### src/sv/assert_macros.svh
// ----------------------------------------------------------------------------
// assertion macros
// shared concurrent assertion forms, clocked and disabled during reset
// ----------------------------------------------------------------------------
`ifndef ASSERT_MACROS_SVH
`define ASSERT_MACROS_SVH

// property holds at every edge outside reset
`define ASSERT_ALWAYS(label, clk, rst_n, expr) \
    label: assert property (@(posedge clk) disable iff (!rst_n) (expr)) \
        else $error("assertion failed");

// consequent holds in the cycle after the antecedent
`define ASSERT_NEXT(label, clk, rst_n, ante, cons) \
    label: assert property (@(posedge clk) disable iff (!rst_n) (ante) |=> (cons)) \
        else $error("assertion failed");

`endif

### src/sv/ffra_pkg.sv
// ----------------------------------------------------------------------------
// ffra_pkg
// shared sizes, codes and controller/datapath interface types
// ----------------------------------------------------------------------------
package ffra_pkg;

    localparam int FREE_SLOTS  = 16;
    localparam int GRANT_SLOTS = 16;
    localparam int PAGE_BITS   = 12;

    localparam int FI_W = $clog2(FREE_SLOTS);
    localparam int FC_W = $clog2(FREE_SLOTS + 1);
    localparam int GI_W = (GRANT_SLOTS > 1) ? $clog2(GRANT_SLOTS) : 1;
    localparam int GC_W = $clog2(GRANT_SLOTS + 1);

    localparam int ADDR_W     = 48;
    localparam int SIZE_W     = 32;
    localparam int CFG_IDX_W  = 1;
    localparam int CFG_DATA_W = 48;

    localparam logic [CFG_IDX_W-1:0] REG_POOL_BASE = 1'b0;
    localparam logic [CFG_IDX_W-1:0] REG_POOL_SIZE = 1'b1;

    typedef enum logic [1:0] {
        CMD_INIT  = 2'd0,
        CMD_ALLOC = 2'd1,
        CMD_FREE  = 2'd2
    } t_cmd;

    typedef enum logic [1:0] {
        ST_OK          = 2'd0,
        ST_NO_FIT      = 2'd1,
        ST_NOT_GRANTED = 2'd2,
        ST_FULL        = 2'd3
    } t_status;

    typedef enum logic [3:0] {
        DP_NOP,
        DP_LOAD,
        DP_INIT,
        DP_FSTEP,
        DP_GINC,
        DP_TAKE,
        DP_JOIN,
        DP_RELEASE,
        DP_WR_BOTH,
        DP_WR_PREV,
        DP_WR_NEXT,
        DP_INS,
        DP_DROP
    } t_dp_op;

    typedef struct packed {
        t_dp_op op;
    } t_dp_cmd;

    typedef struct packed {
        logic              f_end;
        logic              fit;
        logic              exact;
        logic              above;
        logic              f_full;
        logic              g_end;
        logic              g_hit;
        logic              g_full;
        logic              jp;
        logic              jn;
        logic              drop_last;
        logic              ins_last;
        logic [ADDR_W-1:0] out_addr;
    } t_dp_stat;

endpackage

### src/sv/ffra_dp.sv
// ----------------------------------------------------------------------------
// ffra_dp
// region tables, scan indexes and arithmetic of the allocator
// ----------------------------------------------------------------------------
`include "assert_macros.svh"

module ffra_dp (
    input  logic                            i_clk,
    input  logic                            i_rst_n,
    input  logic                            i_cfg_we,
    input  logic [ffra_pkg::CFG_IDX_W-1:0]  i_cfg_index,
    input  logic [ffra_pkg::CFG_DATA_W-1:0] i_cfg_data,
    input  logic [ffra_pkg::ADDR_W-1:0]     i_req_address,
    input  logic [ffra_pkg::SIZE_W-1:0]     i_req_size,
    input  ffra_pkg::t_dp_cmd               i_cmd,
    output ffra_pkg::t_dp_stat              o_stat
);
    import ffra_pkg::*;

    localparam logic [SIZE_W:0] PAGE_M1 = (SIZE_W+1)'((64'd1 << PAGE_BITS) - 64'd1);

    function automatic logic [SIZE_W-1:0] sat32(input logic [SIZE_W+2:0] v);
        return (|v[SIZE_W+2:SIZE_W]) ? '1 : v[SIZE_W-1:0];
    endfunction

    logic [ADDR_W-1:0] r_pool_base;
    logic [SIZE_W-1:0] r_pool_size;

    logic [ADDR_W-1:0] r_fs [FREE_SLOTS];
    logic [SIZE_W-1:0] r_fl [FREE_SLOTS];
    logic [ADDR_W-1:0] r_gs [GRANT_SLOTS];
    logic [SIZE_W-1:0] r_gl [GRANT_SLOTS];
    logic [GRANT_SLOTS-1:0] r_gv;

    logic [FC_W-1:0]   r_count;
    logic [FC_W-1:0]   r_fidx;
    logic [GC_W-1:0]   r_gidx;
    logic [ADDR_W-1:0] r_addr;
    logic [SIZE_W-1:0] r_size;
    logic [SIZE_W:0]   r_len;
    logic [ADDR_W:0]   r_prev_end;
    logic [SIZE_W-1:0] r_prev_len;
    logic [SIZE_W-1:0] r_next_len;
    logic [FC_W-1:0]   r_ins;
    logic [SIZE_W+1:0] r_acc;
    logic              r_jp;
    logic              r_jn;
    logic [ADDR_W-1:0] r_out;

    logic [SIZE_W:0]   len_sum;
    logic [SIZE_W:0]   len_next;
    logic [FC_W-1:0]   rd_cnt;
    logic [FI_W-1:0]   rd_idx;
    logic [ADDR_W-1:0] fs_rd;
    logic [SIZE_W-1:0] fl_rd;
    logic [GI_W-1:0]   gi;
    logic [ADDR_W-1:0] gs_rd;
    logic [SIZE_W-1:0] gl_rd;
    logic [GI_W-1:0]   g_free;
    logic              f_end;
    logic              drop_last;
    logic              ins_last;
    logic              exact;
    logic              f_we_s;
    logic              f_we_l;
    logic [FC_W-1:0]   wr_cnt;
    logic [ADDR_W-1:0] wr_s;
    logic [SIZE_W-1:0] wr_l;

    assign len_sum  = {1'b0, i_req_size} + PAGE_M1;
    assign len_next = len_sum & ~PAGE_M1;

    always_comb begin
        case (i_cmd.op)
            DP_DROP: rd_cnt = r_fidx + FC_W'(1);
            DP_INS:  rd_cnt = r_fidx - FC_W'(1);
            default: rd_cnt = r_fidx;
        endcase
    end

    assign rd_idx = rd_cnt[FI_W-1:0];
    assign fs_rd  = r_fs[rd_idx];
    assign fl_rd  = r_fl[rd_idx];
    assign gi     = r_gidx[GI_W-1:0];
    assign gs_rd  = r_gs[gi];
    assign gl_rd  = r_gl[gi];

    // lowest unused grant slot
    always_comb begin
        g_free = '0;
        for (int k = GRANT_SLOTS - 1; k >= 0; k--) begin
            if (!r_gv[k]) begin
                g_free = GI_W'(k);
            end
        end
    end

    assign f_end     = (r_fidx == r_count);
    assign drop_last = (({1'b0, r_fidx} + (FC_W+1)'(1)) >= {1'b0, r_count});
    assign ins_last  = (r_fidx == r_ins);
    assign exact     = ({1'b0, fl_rd} == r_len);

    always_comb begin
        o_stat           = '0;
        o_stat.f_end     = f_end;
        o_stat.fit       = ({1'b0, fl_rd} >= r_len);
        o_stat.exact     = exact;
        o_stat.above     = (fs_rd > r_addr);
        o_stat.f_full    = (r_count >= FC_W'(FREE_SLOTS));
        o_stat.g_end     = (r_gidx == GC_W'(GRANT_SLOTS));
        o_stat.g_hit     = r_gv[gi] && (r_addr >= gs_rd) &&
                           (({1'b0, r_addr} + (ADDR_W+1)'(r_size)) <=
                            ({1'b0, gs_rd} + (ADDR_W+1)'(gl_rd)));
        o_stat.g_full    = &r_gv;
        o_stat.jp        = r_jp;
        o_stat.jn        = r_jn;
        o_stat.drop_last = drop_last;
        o_stat.ins_last  = ins_last;
        o_stat.out_addr  = r_out;
    end

    // free table write port
    always_comb begin
        f_we_s = 1'b0;
        f_we_l = 1'b0;
        wr_cnt = r_fidx;
        wr_s   = fs_rd;
        wr_l   = fl_rd;
        case (i_cmd.op)
            DP_INIT: begin
                f_we_s = 1'b1;
                f_we_l = 1'b1;
                wr_cnt = '0;
                wr_s   = r_pool_base;
                wr_l   = r_pool_size;
            end
            DP_TAKE: begin
                f_we_s = !exact;
                f_we_l = !exact;
                wr_s   = fs_rd + ADDR_W'(r_len);
                wr_l   = fl_rd - r_len[SIZE_W-1:0];
            end
            DP_WR_BOTH: begin
                f_we_l = 1'b1;
                wr_cnt = r_ins - FC_W'(1);
                wr_l   = sat32((SIZE_W+3)'(r_acc) + (SIZE_W+3)'(r_next_len));
            end
            DP_WR_PREV: begin
                f_we_l = 1'b1;
                wr_cnt = r_ins - FC_W'(1);
                wr_l   = sat32((SIZE_W+3)'(r_acc));
            end
            DP_WR_NEXT: begin
                f_we_s = 1'b1;
                f_we_l = 1'b1;
                wr_cnt = r_ins;
                wr_s   = r_addr;
                wr_l   = sat32((SIZE_W+3)'(r_acc));
            end
            DP_INS: begin
                f_we_s = 1'b1;
                f_we_l = 1'b1;
                if (ins_last) begin
                    wr_s = r_addr;
                    wr_l = sat32((SIZE_W+3)'(r_len));
                end
            end
            DP_DROP: begin
                f_we_s = !drop_last;
                f_we_l = !drop_last;
            end
            default: begin
            end
        endcase
    end

    always_ff @(posedge i_clk) begin
        if (f_we_s) begin
            r_fs[wr_cnt[FI_W-1:0]] <= wr_s;
        end
        if (f_we_l) begin
            r_fl[wr_cnt[FI_W-1:0]] <= wr_l;
        end
        if (i_cmd.op == DP_TAKE) begin
            r_gs[g_free] <= fs_rd;
            r_gl[g_free] <= r_size;
        end
    end

    always_ff @(posedge i_clk) begin
        case (i_cmd.op)
            DP_LOAD: begin
                r_addr     <= i_req_address;
                r_size     <= i_req_size;
                r_len      <= len_next;
                r_prev_end <= '0;
                r_prev_len <= '0;
                r_out      <= '0;
            end
            DP_FSTEP: begin
                r_prev_end <= {1'b0, fs_rd} + (ADDR_W+1)'(fl_rd);
                r_prev_len <= fl_rd;
            end
            DP_TAKE: begin
                r_out <= fs_rd;
            end
            DP_JOIN: begin
                r_next_len <= fl_rd;
            end
            DP_RELEASE: begin
                r_acc <= (SIZE_W+2)'(r_len) +
                         (r_jp ? (SIZE_W+2)'(r_prev_len) :
                          r_jn ? (SIZE_W+2)'(r_next_len) : '0);
            end
            default: begin
            end
        endcase
    end

    always_ff @(posedge i_clk) begin
        if (!i_rst_n) begin
            r_pool_base <= '0;
            r_pool_size <= '0;
            r_gv        <= '0;
            r_count     <= '0;
            r_fidx      <= '0;
            r_gidx      <= '0;
            r_ins       <= '0;
            r_jp        <= 1'b0;
            r_jn        <= 1'b0;
        end else begin
            if (i_cfg_we) begin
                case (i_cfg_index)
                    REG_POOL_BASE: r_pool_base <= i_cfg_data[ADDR_W-1:0];
                    REG_POOL_SIZE: r_pool_size <= i_cfg_data[SIZE_W-1:0];
                    default: begin
                    end
                endcase
            end
            case (i_cmd.op)
                DP_LOAD: begin
                    r_fidx <= '0;
                    r_gidx <= '0;
                end
                DP_INIT: begin
                    r_gv    <= '0;
                    r_count <= (r_pool_size != '0) ? FC_W'(1) : '0;
                end
                DP_FSTEP: r_fidx <= r_fidx + FC_W'(1);
                DP_GINC:  r_gidx <= r_gidx + GC_W'(1);
                DP_TAKE:  r_gv[g_free] <= 1'b1;
                DP_JOIN: begin
                    r_jp  <= (r_fidx != '0) && (r_prev_end == {1'b0, r_addr});
                    r_jn  <= !f_end &&
                             ({1'b0, fs_rd} == ({1'b0, r_addr} + (ADDR_W+1)'(r_len)));
                    r_ins <= r_fidx;
                end
                DP_RELEASE: begin
                    r_gv[gi] <= 1'b0;
                    r_fidx   <= r_count;
                end
                DP_WR_BOTH: r_fidx <= r_ins;
                DP_INS: begin
                    if (ins_last) begin
                        r_count <= r_count + FC_W'(1);
                    end else begin
                        r_fidx <= r_fidx - FC_W'(1);
                    end
                end
                DP_DROP: begin
                    if (drop_last) begin
                        r_count <= r_count - FC_W'(1);
                    end else begin
                        r_fidx <= r_fidx + FC_W'(1);
                    end
                end
                default: begin
                end
            endcase
        end
    end

    `ASSERT_ALWAYS(a_count_bound, i_clk, i_rst_n, r_count <= FC_W'(FREE_SLOTS))
    `ASSERT_NEXT(a_ins_grows, i_clk, i_rst_n, (i_cmd.op == DP_INS) && ins_last, r_count == $past(r_count) + FC_W'(1))
    `ASSERT_NEXT(a_take_marks, i_clk, i_rst_n, i_cmd.op == DP_TAKE, $countones(r_gv) == $countones($past(r_gv)) + 1)

endmodule

### src/sv/ffra_ctrl.sv
// ----------------------------------------------------------------------------
// ffra_ctrl
// request sequencer and result register of the allocator
// ----------------------------------------------------------------------------
`include "assert_macros.svh"

module ffra_ctrl (
    input  logic                        i_clk,
    input  logic                        i_rst_n,
    input  logic                        i_in_valid,
    output logic                        o_in_ready,
    input  logic [1:0]                  i_command,
    output logic                        o_out_valid,
    input  logic                        i_out_ready,
    output logic [1:0]                  o_status,
    output logic [ffra_pkg::ADDR_W-1:0] o_out_address,
    output ffra_pkg::t_dp_cmd           o_cmd,
    input  ffra_pkg::t_dp_stat          i_stat
);
    import ffra_pkg::*;

    typedef enum logic [11:0] {
        S_IDLE   = 12'b000000000001,
        S_INIT   = 12'b000000000010,
        S_ASCAN  = 12'b000000000100,
        S_GSCAN  = 12'b000000001000,
        S_FSCAN  = 12'b000000010000,
        S_DECIDE = 12'b000000100000,
        S_BOTH   = 12'b000001000000,
        S_PREV   = 12'b000010000000,
        S_NEXT   = 12'b000100000000,
        S_INS    = 12'b001000000000,
        S_DROP   = 12'b010000000000,
        S_DONE   = 12'b100000000000
    } t_state;

    t_state            r_state, n_state;
    t_status           r_res, n_res;
    logic              r_out_valid;
    logic [1:0]        r_status;
    logic [ADDR_W-1:0] r_out_address;
    logic              accept;
    logic              deliver;

    assign o_in_ready    = (r_state == S_IDLE);
    assign accept        = i_in_valid && o_in_ready;
    assign deliver       = (r_state == S_DONE) && (!r_out_valid || i_out_ready);
    assign o_out_valid   = r_out_valid;
    assign o_status      = r_status;
    assign o_out_address = r_out_address;

    always_comb begin
        n_state  = r_state;
        n_res    = r_res;
        o_cmd.op = DP_NOP;
        case (r_state)
            S_IDLE: begin
                if (accept) begin
                    o_cmd.op = DP_LOAD;
                    n_res    = ST_OK;
                    case (t_cmd'(i_command))
                        CMD_INIT:  n_state = S_INIT;
                        CMD_ALLOC: n_state = S_ASCAN;
                        CMD_FREE:  n_state = S_GSCAN;
                        default:   n_state = S_DONE;
                    endcase
                end
            end
            S_INIT: begin
                o_cmd.op = DP_INIT;
                n_state  = S_DONE;
            end
            S_ASCAN: begin
                if (i_stat.f_end) begin
                    n_res   = ST_NO_FIT;
                    n_state = S_DONE;
                end else if (i_stat.fit) begin
                    if (i_stat.g_full) begin
                        n_res   = ST_FULL;
                        n_state = S_DONE;
                    end else begin
                        o_cmd.op = DP_TAKE;
                        n_state  = i_stat.exact ? S_DROP : S_DONE;
                    end
                end else begin
                    o_cmd.op = DP_FSTEP;
                end
            end
            S_GSCAN: begin
                if (i_stat.g_end) begin
                    n_res   = ST_NOT_GRANTED;
                    n_state = S_DONE;
                end else if (i_stat.g_hit) begin
                    n_state = S_FSCAN;
                end else begin
                    o_cmd.op = DP_GINC;
                end
            end
            S_FSCAN: begin
                if (i_stat.f_end || i_stat.above) begin
                    o_cmd.op = DP_JOIN;
                    n_state  = S_DECIDE;
                end else begin
                    o_cmd.op = DP_FSTEP;
                end
            end
            S_DECIDE: begin
                if (!i_stat.jp && !i_stat.jn && i_stat.f_full) begin
                    n_res   = ST_FULL;
                    n_state = S_DONE;
                end else begin
                    o_cmd.op = DP_RELEASE;
                    if (i_stat.jp && i_stat.jn) begin
                        n_state = S_BOTH;
                    end else if (i_stat.jp) begin
                        n_state = S_PREV;
                    end else if (i_stat.jn) begin
                        n_state = S_NEXT;
                    end else begin
                        n_state = S_INS;
                    end
                end
            end
            S_BOTH: begin
                o_cmd.op = DP_WR_BOTH;
                n_state  = S_DROP;
            end
            S_PREV: begin
                o_cmd.op = DP_WR_PREV;
                n_state  = S_DONE;
            end
            S_NEXT: begin
                o_cmd.op = DP_WR_NEXT;
                n_state  = S_DONE;
            end
            S_INS: begin
                o_cmd.op = DP_INS;
                if (i_stat.ins_last) begin
                    n_state = S_DONE;
                end
            end
            S_DROP: begin
                o_cmd.op = DP_DROP;
                if (i_stat.drop_last) begin
                    n_state = S_DONE;
                end
            end
            S_DONE: begin
                if (deliver) begin
                    n_state = S_IDLE;
                end
            end
            default: n_state = S_IDLE;
        endcase
    end

    always_ff @(posedge i_clk) begin
        if (!i_rst_n) begin
            r_state     <= S_IDLE;
            r_res       <= ST_OK;
            r_out_valid <= 1'b0;
        end else begin
            r_state <= n_state;
            r_res   <= n_res;
            if (deliver) begin
                r_out_valid <= 1'b1;
            end else if (i_out_ready) begin
                r_out_valid <= 1'b0;
            end
        end
    end

    always_ff @(posedge i_clk) begin
        if (deliver) begin
            r_status      <= r_res;
            r_out_address <= i_stat.out_addr;
        end
    end

    `ASSERT_NEXT(a_accept_leaves_idle, i_clk, i_rst_n, accept, r_state != S_IDLE)
    `ASSERT_NEXT(a_done_waits, i_clk, i_rst_n, (r_state == S_DONE) && r_out_valid && !i_out_ready, r_state == S_DONE)
    `ASSERT_ALWAYS(a_addr_only_ok, i_clk, i_rst_n, !r_out_valid || r_status == ST_OK || r_out_address == '0)

endmodule

### src/sv/first_fit_region_allocator.sv
// ----------------------------------------------------------------------------
// first_fit_region_allocator
// first-fit allocator with coalescing free table for a device address pool
// ----------------------------------------------------------------------------
// One request at a time: a request is taken only while the block is idle, and
// its result sits in an output register so the next request can be taken
// while that result waits. The time a request takes is set by the sequential
// walks over the tables through one read port of each: init loads the pool,
// if its size is nonzero, as a single region; allocate scans the regions and,
// when a region is used up, shifts the regions after it down; free scans the
// grant slots, then the regions, and may then shift regions up or down. Sizes
// are rounded up to a multiple of 2^PAGE_BITS bytes; pool_base and pool_size
// may be written only while no request is in flight, and take effect at the
// next init request.
// ----------------------------------------------------------------------------
module first_fit_region_allocator (
    input  logic                            i_clk,
    input  logic                            i_rst_n,
    // configuration writes
    input  logic                            i_cfg_we,
    input  logic [ffra_pkg::CFG_IDX_W-1:0]  i_cfg_index,
    input  logic [ffra_pkg::CFG_DATA_W-1:0] i_cfg_data,
    // request channel
    input  logic                            i_in_valid,
    output logic                            o_in_ready,
    input  logic [1:0]                      i_command,
    input  logic [ffra_pkg::ADDR_W-1:0]     i_req_address,
    input  logic [ffra_pkg::SIZE_W-1:0]     i_req_size,
    // result channel
    output logic                            o_out_valid,
    input  logic                            i_out_ready,
    output logic [1:0]                      o_status,
    output logic [ffra_pkg::ADDR_W-1:0]     o_out_address
);
    import ffra_pkg::*;

    // micro-op from the sequencer, flags back from the tables
    t_dp_cmd  dp_cmd;
    t_dp_stat dp_stat;

    ffra_ctrl u_ctrl (
        .i_clk         (i_clk),
        .i_rst_n       (i_rst_n),
        .i_in_valid    (i_in_valid),
        .o_in_ready    (o_in_ready),
        .i_command     (i_command),
        .o_out_valid   (o_out_valid),
        .i_out_ready   (i_out_ready),
        .o_status      (o_status),
        .o_out_address (o_out_address),
        .o_cmd         (dp_cmd),
        .i_stat        (dp_stat)
    );

    // datapath captures the request payload when the sequencer issues a load
    ffra_dp u_dp (
        .i_clk         (i_clk),
        .i_rst_n       (i_rst_n),
        .i_cfg_we      (i_cfg_we),
        .i_cfg_index   (i_cfg_index),
        .i_cfg_data    (i_cfg_data),
        .i_req_address (i_req_address),
        .i_req_size    (i_req_size),
        .i_cmd         (dp_cmd),
        .o_stat        (dp_stat)
    );

endmodule
### config.mk
export PLATFORM = sky130hd
export DESIGN_NAME = first_fit_region_allocator
export DESIGN_NICKNAME = d
export VERILOG_FILES = /design/src/sv/ffra_pkg.sv /design/src/sv/ffra_dp.sv /design/src/sv/ffra_ctrl.sv /design/src/sv/first_fit_region_allocator.sv
export VERILOG_INCLUDE_DIRS = /design/src /design/src/sv
export SDC_FILE = /design/constraint.sdc
export NUM_CORES = 2
export LEC_CHECK = 0
export BUFFER_PORTS_ARGS = -buffer_cell sky130_fd_sc_hd__buf_2
export CORE_ASPECT_RATIO = 0.9
export CORE_MARGIN = 2
export CORE_UTILIZATION = 45
export DETAILED_ROUTE_END_ITERATION = 10
export GPL_TIMING_DRIVEN = 0
export SETUP_SLACK_MARGIN = 0.5
export SYNTH_ARGS = -nofsm -noshare
export SYNTH_HDL_FRONTEND = slang
export SYNTH_HIERARCHICAL = 1
export SYNTH_SLANG_ARGS = --single-unit
### constraint.sdc
create_clock -name i_clk -period 27.7 [get_ports i_clk]
set_clock_uncertainty 0.05 [all_clocks]
set_input_delay 2.77 -clock i_clk [delete_from_list [all_inputs] [get_ports i_clk]]
set_output_delay 2.77 -clock i_clk [all_outputs]
set_load 0.1 [all_outputs]
==> out/qor.yml <==
detailed_routing:
  drc: 0
  viasPerCell: 6.360
  drt_pass1_iterations: 10
  antenna_left: 0
  drtIter0Drc: 11520
  wl_per_cell_um: 35.19
  wl_um: 458500
  vias: 82890
outcome:
  violations: "capacitance limit, slew limit"
  outcome: "finished with violations"
hold_path:
  hold_depth: 0
  min_from: "u_dp/r_out[1]$_SDFFCE_PN0P_"
  hold_end: "u_ctrl/o_out_address[1]$_DFFE_PP_"
  hold_path_class: "register to register"
grt:
  grt_pass1_vias: 80000
  grt_overflow: 0
  grt_first_pass_wirelength_um: 629800
  antenna_found_initial: 49
  grt_use_total: 0.3005
  grt_max_degree: 82
sta:
  finalSetupViolCount: 0
  tightest_slew_ps: 1634
  holdWs_ps: 360.7
  post-route-period-util: 0.9496
  grt_setup_unrepaired: "false"
  fmax_ghz: 0.03802
  min_period_ps: 26300
  final-hold-violation-count: 0
  relSlewSlack: -0.09438
  slew_violations: 8
  tns_ps: 0
power_and_ir_drop:
  peakVddDrop_mv: 0.05523
  power_leakage_uw: 0.05106
  power.density_nw_per_um2: 80.67
finish:
  fillers: 23870
  syn_to_final_growth_pct: 15.08
  fin_cells: 13030
  drive_gt1_frac: 0.2040
  final_common_cell: "edfxtp_1"
  most-common-layout-cells: "edfxtp_1 (2,906), mux4_2 (680), nand2_1 (588)"
  nets: 9371
floorplanning:
  rows: 189
  die-height_um: 521.3
  start_util: 0.4534
  die_w_um: 578.8
  core-area_um2: 295100
  ios: 188
  die-area_um2: 301700
clock_tree:
  cts_max_level: 5
  ctsHoldBuffers: 0
  cts_buffers: 319
  tritoncts: "done"
  cts.sink_count: 3043
  clk-insertion-delay-late_ps: 930
  clockBufferDepth: 4
  root_buffer: "clkbuf_16"
  clk_pin_slew_ps: 60
setup_path:
  arrival_ps: 26860
  critPathSlowestCell: "clkbuf_1"
  r2r_end: "u_dp/r_fs[13][40]$_DFFE_PP_"
  cp_max_fo: 19
  critPathMaxStageDelay_ps: 960
  rrSetupSlack_ps: 1400
  start_kind: "register"
  crit_type: "register to register"
  reg2regPathDepth: 70
  path_common_cell: "nand4_1"
  cp.required_ps: 28260
  end_kind: "register"
placement:
  gp_congestion: 0.9774
  place_inst: 12440
  hpwl_um: 326600
  io_buffers: 187
run:
  maxCapViolCount: 4
synth:
  synth-async-reset-ratio: 0
  syn_area_um2: 133800
  ys_seq_area_frac: 0.6727
  synth.distinct_cells: 109
  postSynthAreaPerCell_um2: 16.38
  synth_edf_count: 2906
  synth-seq-cells: 3043
  synth_nets: 8685
  synthFlopType: "edfxtp_1"
  yosys_warnings: 6
  netlist_instances: 8169
-- cell type report --
class / instances / area, µm² / share of cell area
inverter: 229 / 872.1 / 0.005663
buffer: 377 / 1849 / 0.01201
timing repair buffer: 364 / 4260 / 0.02767
clock inverter: 176 / 1549 / 0.01006
tap: 3915 / 4898 / 0.03181
sequential: 3043 / 90010 / 0.5845
antenna: 17 / 42.54 / 0.0002763
clock buffer: 390 / 8472 / 0.05502
multi-input combinational: 4521 / 42040 / 0.2730
-- cells by family (layout without fill, tap and decap cells) --
logic type               count (synthesis)  in the layout  share of synthesized area
XOR/XNOR                               351            351                    0.02303
AO/OA/AOI/OAI                         1316           1316                    0.06376
flip-flops                            3043           3043                     0.6727
other                                    0             17                          0
adder cells (fa/ha/maj)                380            380                    0.03604
AND/OR/NAND/NOR                       1681           1681                    0.06060
buffers and inverters                  606           1536                    0.01949
multiplexers                           792            793                     0.1244
-- flip-flops by register name (all words and copies together) (netlist names), 34 cells and up, named ones only --
register and count:
u_dp/r_fl 512, u_dp/r_pool_base 48, u_dp/r_prev_end 49, u_dp/r_out 48, u_dp/r_addr 48, u_dp/r_acc 34, u_dp/r_gl 512, u_dp/r_fs 768
u_ctrl/o_out_address 48, u_dp/r_gs 768
-- critical path, delay by kind of cell (launching register included) --
family	cells	cell delay (ps)
and+or+nand+nor	18	5320
muxes	4	1840
adders and majority gates	4	1330
DFF	1	310
buffers and inverters	19	8430
xor gates and xnor gates	3	610
AOI/OAI and AO/OA	22	7880
-- cell usage after synthesis, types with 137 or more instances --
| library cell | number | area share |
|---|---|---|
| a21oi_1 | 394 | 0.015 |
| dfxtp_1 | 137 | 0.020 |
| mux4_2 | 680 | 0.11 |
| inv_1 | 223 | 0.0063 |
| o21ai_0 | 279 | 0.010 |
| a21o_1 | 143 | 0.0080 |
| nand3_1 | 155 | 0.0058 |
| nor2_1 | 351 | 0.0098 |
| xnor2_1 | 232 | 0.015 |
| nand2_1 | 589 | 0.017 |
| clkbuf_1 | 208 | 0.0058 |
| ha_1 | 371 | 0.035 |
| edfxtp_1 | 2906 | 0.65 |
-- metal layers --
metal	track usage	vias up	routed length, µm
li1	-	33960	-
met1	0.4118	43400	179900
met2	0.4692	4646	209700
met3	0.05403	863	44140
met4	0.1379	20	24580
met5	0	-	165
-- stage by stage --
step	power [µW]	utilization	setup slack, ps	cell area, µm²
final	12420	0.5218	1396	154000
after detailed placement	8235	0.4866	-2500	143600
after global placement	8122	0.4732	-10180	139600
after CTS	12400	0.5211	501.0	153800
after floorplan	7129	-	7928	133800
after global routing	12770	0.5216	515.5	154000
-- where the power goes --
| part | total [µW] | switching (µW) | leakage, µW | internal (µW) |
|---|---|---|---|---|
| combinational | 2590 | 1750 | 0.0188 | 835 |
| sequential | 5650 | 198 | 0.0274 | 5450 |
| clock | 4190 | 1810 | 0.00488 | 2380 |
-- how the worst max path moves through the flow --
stage,start,endpoint,slack [ps],cells after the start
floorplan,register,u_dp/r_gl[8][0]$_DFFE_PP_,7930,58
global placement,register,u_dp/r_gl[8][1]$_DFFE_PP_,-10180,52
detailed placement,register,u_dp/r_fs[7][36]$_DFFE_PP_,-2500,74
CTS,register,u_dp/r_fs[6][36]$_DFFE_PP_,500,76
global route,register,u_dp/r_fs[5][44]$_DFFE_PP_,520,77
finish,register,u_dp/r_fs[13][40]$_DFFE_PP_,1400,70
-- timing repair --
item / CTS / global route
pin swaps: 0 / 1
setup endpoints to repair: 1018 / 395
gates resized for setup: 41 / 27
cloned: 1 / 0
buffers inserted: 0 / 5
Note: power is estimated with default switching activity, not from simulation.
